## config.mk

```make
export PLATFORM = sky130hd
export DESIGN_NAME = update_packet_receiver_flat
export DESIGN_NICKNAME = d
export VERILOG_FILES = /design/src/hw/rtl/upr_pkg.sv /design/src/hw/rtl/upr_in_if.sv /design/src/hw/rtl/upr_out_if.sv /design/src/hw/rtl/upr_cfg.sv /design/src/hw/rtl/upr_core.sv /design/src/hw/rtl/upr_outq.sv /design/src/hw/rtl/update_packet_receiver.sv /design/src/flat_wrapper.sv
export SDC_FILE = /design/constraint.sdc
export NUM_CORES = 1
export LEC_CHECK = 0
export ABC_AREA = 0
export BUFFER_PORTS_ARGS = -buffer_cell sky130_fd_sc_hd__buf_2
export CAP_MARGIN = 10
export CORE_ASPECT_RATIO = 0.9
export CORE_MARGIN = 2
export CORE_UTILIZATION = 35
export CTS_CLUSTER_SIZE = 40
export DETAILED_ROUTE_END_ITERATION = 6
export HOLD_SLACK_MARGIN = 0.1
export RECOVER_POWER = 100
export SLEW_MARGIN = 20
export SYNTH_ARGS = -nofsm -noshare
export SYNTH_HDL_FRONTEND = slang
export SYNTH_SLANG_ARGS = --single-unit
```

## constraint.sdc

```tcl
create_clock -name clk -period 6.1 [get_ports clk]
set_input_delay 1.22 -clock clk [delete_from_list [all_inputs] [get_ports clk]]
set_output_delay 1.22 -clock clk [all_outputs]
set_load 0.01 [all_outputs]
```

## src/hw/rtl/upr_pkg.sv

```systemverilog
// ----------------------------------------------------------------------------
// upr_pkg
// Shared types, constants and CRC byte functions of the update packet receiver.
// ----------------------------------------------------------------------------
package upr_pkg;

    localparam int MAX_PAYLOAD = 256;

    localparam logic [7:0] SYNC_A     = 8'hB1;
    localparam logic [7:0] SYNC_B     = 8'h0A;
    localparam logic [7:0] KIND_START = 8'd1;
    localparam logic [7:0] KIND_DATA  = 8'd2;
    localparam logic [7:0] KIND_END   = 8'd3;

    localparam logic [1:0] PH_HUNT = 2'd0;
    localparam logic [1:0] PH_SYNC = 2'd1;
    localparam logic [1:0] PH_HEAD = 2'd2;
    localparam logic [1:0] PH_BODY = 2'd3;

    localparam logic [3:0] RSN_OK        = 4'd0;
    localparam logic [3:0] RSN_TIMEOUT   = 4'd1;
    localparam logic [3:0] RSN_TOO_LONG  = 4'd2;
    localparam logic [3:0] RSN_CRC16     = 4'd3;
    localparam logic [3:0] RSN_START_LEN = 4'd4;
    localparam logic [3:0] RSN_ZERO_SIZE = 4'd5;
    localparam logic [3:0] RSN_NO_SESS   = 4'd6;
    localparam logic [3:0] RSN_SEQ       = 4'd7;
    localparam logic [3:0] RSN_OVERFLOW  = 4'd8;
    localparam logic [3:0] RSN_SHORT     = 4'd9;
    localparam logic [3:0] RSN_IMAGE_CRC = 4'd10;
    localparam logic [3:0] RSN_TYPE      = 4'd11;
    localparam logic [3:0] RSN_TOO_LARGE = 4'd12;

    localparam logic [0:0] OP_BYTE = 1'b0;
    localparam logic [0:0] OP_TICK = 1'b1;

    localparam logic [0:0] REG_CAPACITY = 1'b0;
    localparam logic [0:0] REG_TIMEOUT  = 1'b1;

    localparam logic [24:0] CAPACITY_RESET = 25'd1015808;
    localparam logic [31:0] TIMEOUT_RESET  = 32'd5000;

    typedef struct packed {
        logic [0:0] op;
        logic [7:0] byte_in;
    } in_word_t;

    typedef struct packed {
        logic        ack;
        logic [3:0]  reason;
        logic        launch;
        logic [24:0] bytes_done;
        logic [7:0]  next_seq;
    } out_word_t;

    function automatic logic [15:0] crc16_byte(input logic [15:0] crc, input logic [7:0] b);
        logic [15:0] c;
        c = crc ^ {b, 8'h00};
        for (int i = 0; i < 8; i++)
        begin
            c = c[15] ? ({c[14:0], 1'b0} ^ 16'h1021) : {c[14:0], 1'b0};
        end
        return c;
    endfunction

    function automatic logic [31:0] crc32_byte(input logic [31:0] crc, input logic [7:0] b);
        logic [31:0] c;
        c = crc ^ {b, 24'h0};
        for (int i = 0; i < 8; i++)
        begin
            c = c[31] ? ({c[30:0], 1'b0} ^ 32'h04C11DB7) : {c[30:0], 1'b0};
        end
        return c;
    endfunction

endpackage

```

## src/hw/rtl/upr_in_if.sv

```systemverilog
// ----------------------------------------------------------------------------
// upr_in_if
// Input channel: valid, ready and one input word.
// ----------------------------------------------------------------------------
interface upr_in_if;
    logic              valid;
    logic              ready;
    upr_pkg::in_word_t data;
    modport source (output valid, output data, input ready);
    modport sink (input valid, input data, output ready);
endinterface

```

## src/hw/rtl/upr_out_if.sv

```systemverilog
// ----------------------------------------------------------------------------
// upr_out_if
// Output channel: valid, ready and one result word.
// ----------------------------------------------------------------------------
interface upr_out_if;
    logic               valid;
    logic               ready;
    upr_pkg::out_word_t data;
    modport source (output valid, output data, input ready);
    modport sink (input valid, input data, output ready);
endinterface

```

## src/hw/rtl/upr_cfg.sv

```systemverilog
// ----------------------------------------------------------------------------
// upr_cfg
// APB register file holding the capacity and timeout registers.
// ----------------------------------------------------------------------------
module upr_cfg (
    input  logic        clk,
    input  logic        rst_n,
    input  logic        psel,
    input  logic        penable,
    input  logic        pwrite,
    input  logic [2:0]  paddr,
    input  logic [31:0] pwdata,
    output logic [31:0] prdata,
    output logic        pready,
    output logic [24:0] app_capacity,
    output logic [31:0] timeout_ticks
);
    logic [24:0] cap_reg;
    logic [31:0] tmo_reg;
    logic        wr;

    assign pready = 1'b1;
    assign wr = psel && penable && pwrite;
    assign app_capacity = cap_reg;
    assign timeout_ticks = tmo_reg;

    always_ff @(posedge clk or negedge rst_n)
    begin
        if (!rst_n)
        begin
            cap_reg <= upr_pkg::CAPACITY_RESET;
            tmo_reg <= upr_pkg::TIMEOUT_RESET;
        end
        else if (wr && paddr[1:0] == 2'b00)
        begin
            if (paddr[2] == upr_pkg::REG_CAPACITY)
                cap_reg <= pwdata[24:0];
            else
                tmo_reg <= pwdata;
        end
    end

    always_comb
    begin
        case (paddr[2])
            upr_pkg::REG_CAPACITY: prdata = {7'd0, cap_reg};
            default:               prdata = tmo_reg;
        endcase
    end
endmodule

```

## src/hw/rtl/upr_core.sv

```systemverilog
// ----------------------------------------------------------------------------
// upr_core
// Deframer, packet checker and session state; one word a cycle.
// ----------------------------------------------------------------------------
module upr_core (
    input  logic               clk,
    input  logic               rst_n,
    input  logic               in_valid,
    input  upr_pkg::in_word_t  in_data,
    input  logic [24:0]        app_capacity,
    input  logic [31:0]        timeout_ticks,
    output logic               res_valid,
    output upr_pkg::out_word_t res_data,
    output logic               finished
);
    logic [1:0]  phase_reg, phase_next;
    logic [15:0] cnt_reg, cnt_next;
    logic [7:0]  type_reg, type_next, seq_reg, seq_next;
    logic [15:0] len_reg, len_next, chk_reg, chk_next, crc16_reg, crc16_next;
    logic [63:0] sw_reg, sw_next;
    logic [31:0] size_reg, size_next, icrc_reg, icrc_next;
    logic [31:0] pend_reg, pend_next, comm_reg, comm_next;
    logic [24:0] wc_reg, wc_next;
    logic [7:0]  eseq_reg, eseq_next;
    logic [31:0] idle_reg, idle_next, idle_inc;
    logic        fin_reg, fin_next;
    logic        emit, ok, go, fin_pkt;
    logic [3:0]  why;
    logic [7:0]  b;
    logic [15:0] crc_f, cnt_inc;
    logic [63:0] sw_f;
    logic [26:0] sum;

    assign b = in_data.byte_in;
    assign finished = fin_reg;
    assign idle_inc = (idle_reg == 32'hFFFFFFFF) ? idle_reg : idle_reg + 32'd1;
    assign cnt_inc = cnt_reg + 16'd1;

    always_comb
    begin
        phase_next = phase_reg; cnt_next = cnt_reg; type_next = type_reg;
        seq_next = seq_reg; len_next = len_reg; chk_next = chk_reg;
        crc16_next = crc16_reg; sw_next = sw_reg; size_next = size_reg;
        icrc_next = icrc_reg; pend_next = pend_reg; comm_next = comm_reg;
        wc_next = wc_reg; eseq_next = eseq_reg; idle_next = idle_reg;
        fin_next = fin_reg;
        emit = 1'b0; ok = 1'b0; why = upr_pkg::RSN_OK; go = 1'b0;
        fin_pkt = 1'b0;
        crc_f = crc16_reg; sw_f = sw_reg;
        sum = {2'b0, wc_reg} + {11'b0, len_reg};
        if (in_valid && !fin_reg)
        begin
            if (in_data.op == upr_pkg::OP_TICK)
            begin
                idle_next = idle_inc;
                if (idle_inc >= timeout_ticks)
                begin
                    idle_next = '0; phase_next = upr_pkg::PH_HUNT; cnt_next = '0;
                    emit = 1'b1; why = upr_pkg::RSN_TIMEOUT;
                end
            end
            else
            begin
                idle_next = '0;
                case (phase_reg)
                    upr_pkg::PH_HUNT:
                    begin
                        if (b == upr_pkg::SYNC_A)
                            phase_next = upr_pkg::PH_SYNC;
                    end
                    upr_pkg::PH_SYNC:
                    begin
                        if (b == upr_pkg::SYNC_B)
                        begin
                            phase_next = upr_pkg::PH_HEAD; cnt_next = '0;
                            crc16_next = 16'hFFFF;
                        end
                        else
                            phase_next = upr_pkg::PH_HUNT;
                    end
                    upr_pkg::PH_HEAD:
                    begin
                        if (cnt_reg < 16'd4)
                            crc16_next = upr_pkg::crc16_byte(crc16_reg, b);
                        case (cnt_reg[2:0])
                            3'd0: type_next = b;
                            3'd1: seq_next = b;
                            3'd2: len_next = {8'd0, b};
                            3'd3: len_next = {b, len_reg[7:0]};
                            3'd4: chk_next = {8'd0, b};
                            default: chk_next = {b, chk_reg[7:0]};
                        endcase
                        if (cnt_reg < 16'd5)
                            cnt_next = cnt_inc;
                        else
                        begin
                            cnt_next = '0;
                            if (len_reg > 16'(upr_pkg::MAX_PAYLOAD))
                            begin
                                phase_next = upr_pkg::PH_HUNT;
                                emit = 1'b1; why = upr_pkg::RSN_TOO_LONG;
                            end
                            else
                            begin
                                pend_next = comm_reg; sw_next = '0; sw_f = '0;
                                crc_f = crc16_reg;
                                if (len_reg == 16'd0)
                                    fin_pkt = 1'b1;
                                else
                                    phase_next = upr_pkg::PH_BODY;
                            end
                        end
                    end
                    default:
                    begin
                        crc_f = upr_pkg::crc16_byte(crc16_reg, b);
                        crc16_next = crc_f;
                        pend_next = upr_pkg::crc32_byte(pend_reg, b);
                        if (cnt_reg < 16'd8)
                            sw_f[8*cnt_reg[2:0] +: 8] = b;
                        sw_next = sw_f;
                        cnt_next = cnt_inc;
                        if (cnt_inc >= len_reg)
                            fin_pkt = 1'b1;
                    end
                endcase
                if (fin_pkt)
                begin
                    phase_next = upr_pkg::PH_HUNT; cnt_next = '0; emit = 1'b1;
                    if (crc_f != chk_next)
                        why = upr_pkg::RSN_CRC16;
                    else if (type_reg == upr_pkg::KIND_START)
                    begin
                        if (len_reg != 16'd8)
                            why = upr_pkg::RSN_START_LEN;
                        else
                        begin
                            icrc_next = sw_f[63:32];
                            if (sw_f[31:0] == 32'd0)
                            begin
                                size_next = '0; why = upr_pkg::RSN_ZERO_SIZE;
                            end
                            else if (sw_f[31:0] > {7'd0, app_capacity})
                            begin
                                size_next = '0; why = upr_pkg::RSN_TOO_LARGE;
                            end
                            else
                            begin
                                size_next = sw_f[31:0]; wc_next = '0; eseq_next = '0;
                                comm_next = 32'hFFFFFFFF; ok = 1'b1;
                            end
                        end
                    end
                    else if (type_reg == upr_pkg::KIND_DATA)
                    begin
                        if (size_reg == 32'd0)
                            why = upr_pkg::RSN_NO_SESS;
                        else if (seq_reg != eseq_reg)
                            why = upr_pkg::RSN_SEQ;
                        else if ({5'd0, sum} > size_reg)
                            why = upr_pkg::RSN_OVERFLOW;
                        else
                        begin
                            wc_next = sum[24:0]; eseq_next = eseq_reg + 8'd1;
                            comm_next = pend_next; ok = 1'b1;
                        end
                    end
                    else if (type_reg == upr_pkg::KIND_END)
                    begin
                        if (size_reg == 32'd0)
                            why = upr_pkg::RSN_NO_SESS;
                        else if ({7'd0, wc_reg} != size_reg)
                            why = upr_pkg::RSN_SHORT;
                        else if (comm_reg != icrc_reg)
                            why = upr_pkg::RSN_IMAGE_CRC;
                        else
                        begin
                            fin_next = 1'b1; ok = 1'b1; go = 1'b1;
                        end
                    end
                    else
                        why = upr_pkg::RSN_TYPE;
                end
            end
        end
    end

    always_ff @(posedge clk or negedge rst_n)
    begin
        if (!rst_n)
        begin
            phase_reg <= upr_pkg::PH_HUNT; cnt_reg <= '0; type_reg <= '0;
            seq_reg <= '0; len_reg <= '0; chk_reg <= '0; crc16_reg <= 16'hFFFF;
            sw_reg <= '0; size_reg <= '0; icrc_reg <= '0;
            pend_reg <= 32'hFFFFFFFF; comm_reg <= 32'hFFFFFFFF;
            wc_reg <= '0; eseq_reg <= '0; idle_reg <= '0; fin_reg <= 1'b0;
            res_valid <= 1'b0;
        end
        else
        begin
            phase_reg <= phase_next; cnt_reg <= cnt_next; type_reg <= type_next;
            seq_reg <= seq_next; len_reg <= len_next; chk_reg <= chk_next;
            crc16_reg <= crc16_next; sw_reg <= sw_next; size_reg <= size_next;
            icrc_reg <= icrc_next; pend_reg <= pend_next; comm_reg <= comm_next;
            wc_reg <= wc_next; eseq_reg <= eseq_next; idle_reg <= idle_next;
            fin_reg <= fin_next;
            res_valid <= emit;
        end
    end

    always_ff @(posedge clk)
    begin
        if (emit)
        begin
            res_data.ack <= ok;
            res_data.reason <= why;
            res_data.launch <= go;
            res_data.bytes_done <= wc_next;
            res_data.next_seq <= eseq_next;
        end
    end
endmodule

```

## src/hw/rtl/upr_outq.sv

```systemverilog
// ----------------------------------------------------------------------------
// upr_outq
// Two-entry result queue that decouples the core from output stalls.
// ----------------------------------------------------------------------------
module upr_outq (
    input  logic               clk,
    input  logic               rst_n,
    input  logic               push,
    input  upr_pkg::out_word_t push_data,
    output logic               room,
    upr_out_if.source          out
);
    upr_pkg::out_word_t mem_reg [2];
    logic       wp_reg, rp_reg;
    logic [1:0] cnt_reg;
    logic       pop;

    assign pop = out.valid && out.ready;
    assign out.valid = cnt_reg != 2'd0;
    assign out.data = mem_reg[rp_reg];
    // Room for one more word even if a result is in flight in the core: the
    // count after this cycle's push and pop must leave one entry free.
    assign room = (cnt_reg == 2'd0) || (cnt_reg == 2'd1 && (!push || pop)) ||
                  (cnt_reg == 2'd2 && pop && !push);

    always_ff @(posedge clk)
    begin
        if (push)
            mem_reg[wp_reg] <= push_data;
    end

    always_ff @(posedge clk or negedge rst_n)
    begin
        if (!rst_n)
        begin
            wp_reg <= 1'b0; rp_reg <= 1'b0; cnt_reg <= 2'd0;
        end
        else
        begin
            if (push)
                wp_reg <= ~wp_reg;
            if (pop)
                rp_reg <= ~rp_reg;
            cnt_reg <= cnt_reg + {1'b0, push} - {1'b0, pop};
        end
    end
endmodule

```

## src/hw/rtl/update_packet_receiver.sv

```systemverilog
// ----------------------------------------------------------------------------
// update_packet_receiver
// Firmware update packet deframer with CRC16 and image CRC32 checks.
// ----------------------------------------------------------------------------
// Each input word is a link byte or an idle tick; a word can be offered every
// cycle while input ready is high. The whole header/payload step, both CRC
// byte updates and the packet verdict sit between the core state registers and
// a result register; the result of the word that finishes a packet or times
// out goes from that register into a two-entry queue, which holds results while
// the output is stalled; input ready drops only when that queue could fill.
// After an accepted END the block raises launch and ignores every further word
// until reset. Registers: app_capacity at byte 0, timeout_ticks at byte 4.
module update_packet_receiver (
    input  logic        clk,
    input  logic        rst_n,
    upr_in_if.sink      in,
    upr_out_if.source   out,
    input  logic        psel,
    input  logic        penable,
    input  logic        pwrite,
    input  logic [2:0]  paddr,
    input  logic [31:0] pwdata,
    output logic [31:0] prdata,
    output logic        pready
);
    logic [24:0]        app_capacity;
    logic [31:0]        timeout_ticks;
    logic               res_valid, room, finished;
    upr_pkg::out_word_t res_data;

    upr_cfg u_cfg (
        .clk(clk), .rst_n(rst_n), .psel(psel), .penable(penable), .pwrite(pwrite),
        .paddr(paddr), .pwdata(pwdata), .prdata(prdata), .pready(pready),
        .app_capacity(app_capacity), .timeout_ticks(timeout_ticks)
    );

    // Accept only when the queue can absorb the result in flight plus this one.
    assign in.ready = room;

    upr_core u_core (
        .clk(clk), .rst_n(rst_n), .in_valid(in.valid && in.ready),
        .in_data(in.data), .app_capacity(app_capacity),
        .timeout_ticks(timeout_ticks), .res_valid(res_valid),
        .res_data(res_data), .finished(finished)
    );

    upr_outq u_outq (
        .clk(clk), .rst_n(rst_n), .push(res_valid), .push_data(res_data),
        .room(room), .out(out)
    );

`ifndef SYNTH
    // A launch result is always an ACK.
    assert property (@(posedge clk) disable iff (!rst_n)
        out.valid |-> (!out.data.launch || out.data.ack))
        else $error("launch without ack");
    // An ACK always carries reason ok.
    assert property (@(posedge clk) disable iff (!rst_n)
        out.valid && out.data.ack |-> out.data.reason == upr_pkg::RSN_OK)
        else $error("ack with nonzero reason");
    // Once finished, the core produces no further result.
    assert property (@(posedge clk) disable iff (!rst_n)
        $past(finished) && finished |=> !res_valid)
        else $error("result after launch");
`endif
endmodule

```

## src/flat_wrapper.sv

```systemverilog
// flat-port wrapper written by rule: the top's interface ports become plain ports
module update_packet_receiver_flat 
  (clk, rst_n, psel, penable, pwrite, paddr, pwdata, prdata, pready, in_valid, in_data, in_ready, out_valid, out_data, out_ready);
  upr_in_if in_i ();
  upr_out_if out_i ();
  input  logic clk;
  input  logic rst_n;
  input  logic psel;
  input  logic penable;
  input  logic pwrite;
  input  logic [2:0] paddr;
  input  logic [31:0] pwdata;
  output logic [31:0] prdata;
  output logic pready;
  input wire logic [$bits(in_i.valid)-1:0] in_valid;
  input wire logic [$bits(in_i.data)-1:0] in_data;
  output wire logic [$bits(in_i.ready)-1:0] in_ready;
  output wire logic [$bits(out_i.valid)-1:0] out_valid;
  output wire logic [$bits(out_i.data)-1:0] out_data;
  input wire logic [$bits(out_i.ready)-1:0] out_ready;
  assign in_i.valid = in_valid;
  assign in_i.data = in_data;
  assign in_ready = in_i.ready;
  assign out_valid = out_i.valid;
  assign out_data = out_i.data;
  assign out_i.ready = out_ready;
  update_packet_receiver u_core (.clk(clk), .rst_n(rst_n), .in(in_i), .out(out_i), .psel(psel), .penable(penable), .pwrite(pwrite), .paddr(paddr), .pwdata(pwdata), .prdata(prdata), .pready(pready));
endmodule
```

==> results_dict.tcl <==
set metrics [dict create \
    outcome "finished with violations" \
    violations "max-capacitance violations, max-slew violations" \
    cts_setup_buffers 0 \
    crit_family "simple AND/OR/NAND/NOR gates" \
    synthCells 3138 \
    hold_buffers 0 \
    fillers 8485 \
    async_flop_share 0.775 \
    largest_reg_flops 78 \
    drt_pre_antenna_iters 6 \
    floorplan.die_area_um2 87600 \
    vias 23600 \
    crit_chain "clkbuf_1 -> ha_1 -> nand3_1 -> or2_2 -> nor2_1 -> and3_1 -> xor2_1 -> ha_1 -> nand3_1 -> nor2_1 -> nand2_1 -> a21oi_1 -> nor2_1 -> or4_1 -> buf_4 -> and2_0 -> or3_1" \
    drt_iter0_drc 2107 \
    synth.avg_cell_area_um2 9.51 \
    worst-path-max-fanout 19 \
    vias_per_cell 5.38 \
    crit_cells 17 \
    yosysUniqueCellTypes 85 \
    power_mw 10.3 \
    ir_drop_uv 189 \
    die_h_um 281 \
    synth_common_cells "nand2_1 (425), o21ai_0 (393), dfrtp_1 (312)" \
    final_antenna_net_count 0 \
    fin_tns_setup_ns 0 \
    leakage_nw 14.4 \
    syn-cell-area_um2 29900 \
    antenna_found_initial 1 \
    critPathLaunchType "flip-flop" \
    syn2layout_area_growth_pct 12.8 \
    synth_area_leaders "dfrtp_1 (26%), edfxtp_1 (12%), dfstp_2 (7.9%), o21ai_0 (6.6%), ha_1 (5.6%)" \
    yosysWarnings 0 \
    min_path_cells 0 \
    tightest_slew_ns 4.80 \
    timing.critical_path.buf_inv 2 \
    finalMaxSlewViolations 305 \
    drcViolationCount 0 \
    synth_top_area_cell "dfrtp_1" \
    required_ns 6.45 \
    num_rows 101 \
    clock.fmax_ghz 0.174 \
    hold_path_class "flip-flop to flip-flop" \
    ys.flop_type "dfrtp_1" \
    gr-total-overflow 0 \
    final_nets 3404 \
    cts_sinks 519 \
    clkTransAtPathRegs_ns 0.07 \
    clock_path_buffers 3 \
    critPathMaxStageDelay_ns 0.97 \
    cts_resized 0 \
    diodes 0 \
    synth_edf_count 117 \
    synth_most_common_cell "nand2_1" \
    grt_pass1_wl_um 136000 \
    p_per_area_nw_per_um2 307 \
    start_util 0.354 \
    crit_type "flip-flop to flip-flop" \
    coreArea_um2 84400 \
    clk-insertion-delay-late_ns 0.62 \
    drive_gt1_frac 0.123 \
    setup_violations 0 \
    cap_violations 7 \
    rsz0062_at_grt "false" \
    dp.final_hpwl_um 62400 \
    seqCellArea_um2 13700 \
    io_pins 125 \
    die_x_um 312 \
    finClkSkew_ns 0.0218 \
    wl_per_cell_um 19.8 \
    cts_tree "yes" \
    grt_pass1_vias 22400 \
    placedCellCount 4294 \
    numPortBuffers 123 \
    maxSlewHeadroom -2.20 \
    grt_max_degree 129 \
    fin_crit_sh 0.940 \
    routed_wl_um 87200 \
    cp_slowest_cell "or4_1" \
    cts_root_buf "clkbuf_16" \
    final_hold_viol_count 0 \
    cp_common_cell "nor2_1" \
    cp-end-kind "flip-flop" \
    grt_usage 0.196 \
    reg2regPathDepth 17 \
    netlist.area_leader.share 0.262 \
    cts_max_level 2 \
    syn_nets 3324 \
    place_congestion 0.919 \
    ys_seq_area_frac 0.458 \
    min_period_ns 5.73 \
    ys_seq_elements 519 \
    arrival_ns 6.08 \
    cts_made_buffers 55 \
    whs_ns 0.445 \
    fin_cells 4396 \
    multi_input_area_um2 14800 \
]
==> area by class of cell <==
cell class / count / share of cell area
multi-input combinational: 2270 / 0.441
clock inverter: 25 / 0.0107
inverter: 168 / 0.0188
timing repair buffer: 204 / 0.0343
sequential: 519 / 0.406
clock buffer: 77 / 0.0470
tap: 1133 / 0.0421
==> where the power goes <==
part / total (mW) / leakage, nW / switching (mW) / internal (mW)
registers: 4.11 / 6.11 / 0.243 / 3.87
logic: 2.58 / 7.34 / 1.62 / 0.964
clock network: 3.63 / 0.952 / 1.45 / 2.18
==> stage by stage <==
stage / area (um^2) / worst slack (ns) / util
2_1_floorplan: 29900 / 0.314 / -
3_3_place_gp: 31900 / 0.427 / 0.378
3_5_place_dp: 31900 / 0.448 / 0.378
4_1_cts: 33900 / 0.413 / 0.401
5_1_grt: 33700 / 0.0225 / 0.399
6_report: 33700 / 0.367 / 0.399
==> placed cells by master (no fill, tap or decap), types with 45 or more instances in the layout <==
cell | Yosys | layout
nand3_1 | 77 | 77
dfrtp_1 | 312 | 312
mux2_2 | 72 | 65
clkbuf_16 | 0 | 57
nand2_1 | 425 | 424
mux2i_1 | 46 | 46
xor2_1 | 119 | 119
dfstp_2 | 90 | 90
o21ai_0 | 393 | 394
nor4_1 | 45 | 45
nor3_1 | 54 | 53
a21oi_1 | 89 | 89
buf_2 | 9 | 51
buf_4 | 2 | 55
xnor2_1 | 108 | 108
clkbuf_1 | 158 | 97
ha_1 | 134 | 133
inv_1 | 167 | 166
a31oi_1 | 61 | 61
edfxtp_1 | 117 | 117
nor2_1 | 145 | 143
==> routing by layer <==
metal  vias up  track usage  part of all wire
li1      11300            -                 -
met1     11500        0.291              0.48
met2       676        0.301              0.44
met3       119       0.0254             0.055
met4         2       0.0493             0.023
met5         -            0           0.00013
==> path summary, 6_finish.rpt <==
kind | start | to | slack [ns]
min in group asynchronous | rst_n | u_core.u_core.sw_reg[39] | 2.48
worst min register to register | u_core.u_core.res_data[25] | u_core.u_outq.mem_reg[1][25] | 0.44
max in group asynchronous | rst_n | u_core.u_cfg.app_capacity[10] | 0.77
worst max register to register | u_core.u_core.cnt_reg[0] | u_core.u_core.res_data[28] | 0.37
worst max-delay path | u_core.u_core.cnt_reg[0] | u_core.u_core.res_data[28] | 0.37
worst min-delay path | u_core.u_core.res_data[25] | u_core.u_outq.mem_reg[1][25] | 0.44
==> kinds of logic (layout without fill, tap and decap cells) <==
logic type      count (synthesis)  count (layout)  share of synthesized area
flops                         519             519                      0.458
other cells                     1               1                   0.000126
mux                           119             119                     0.0431
buf+inv                       349             474                     0.0450
compound gates                811             811                      0.170
simple gates                  967             967                      0.153
xor+xnor                      237             237                     0.0743
fa+ha+maj                     135             135                     0.0568
(Power assumes the default switching activity.)
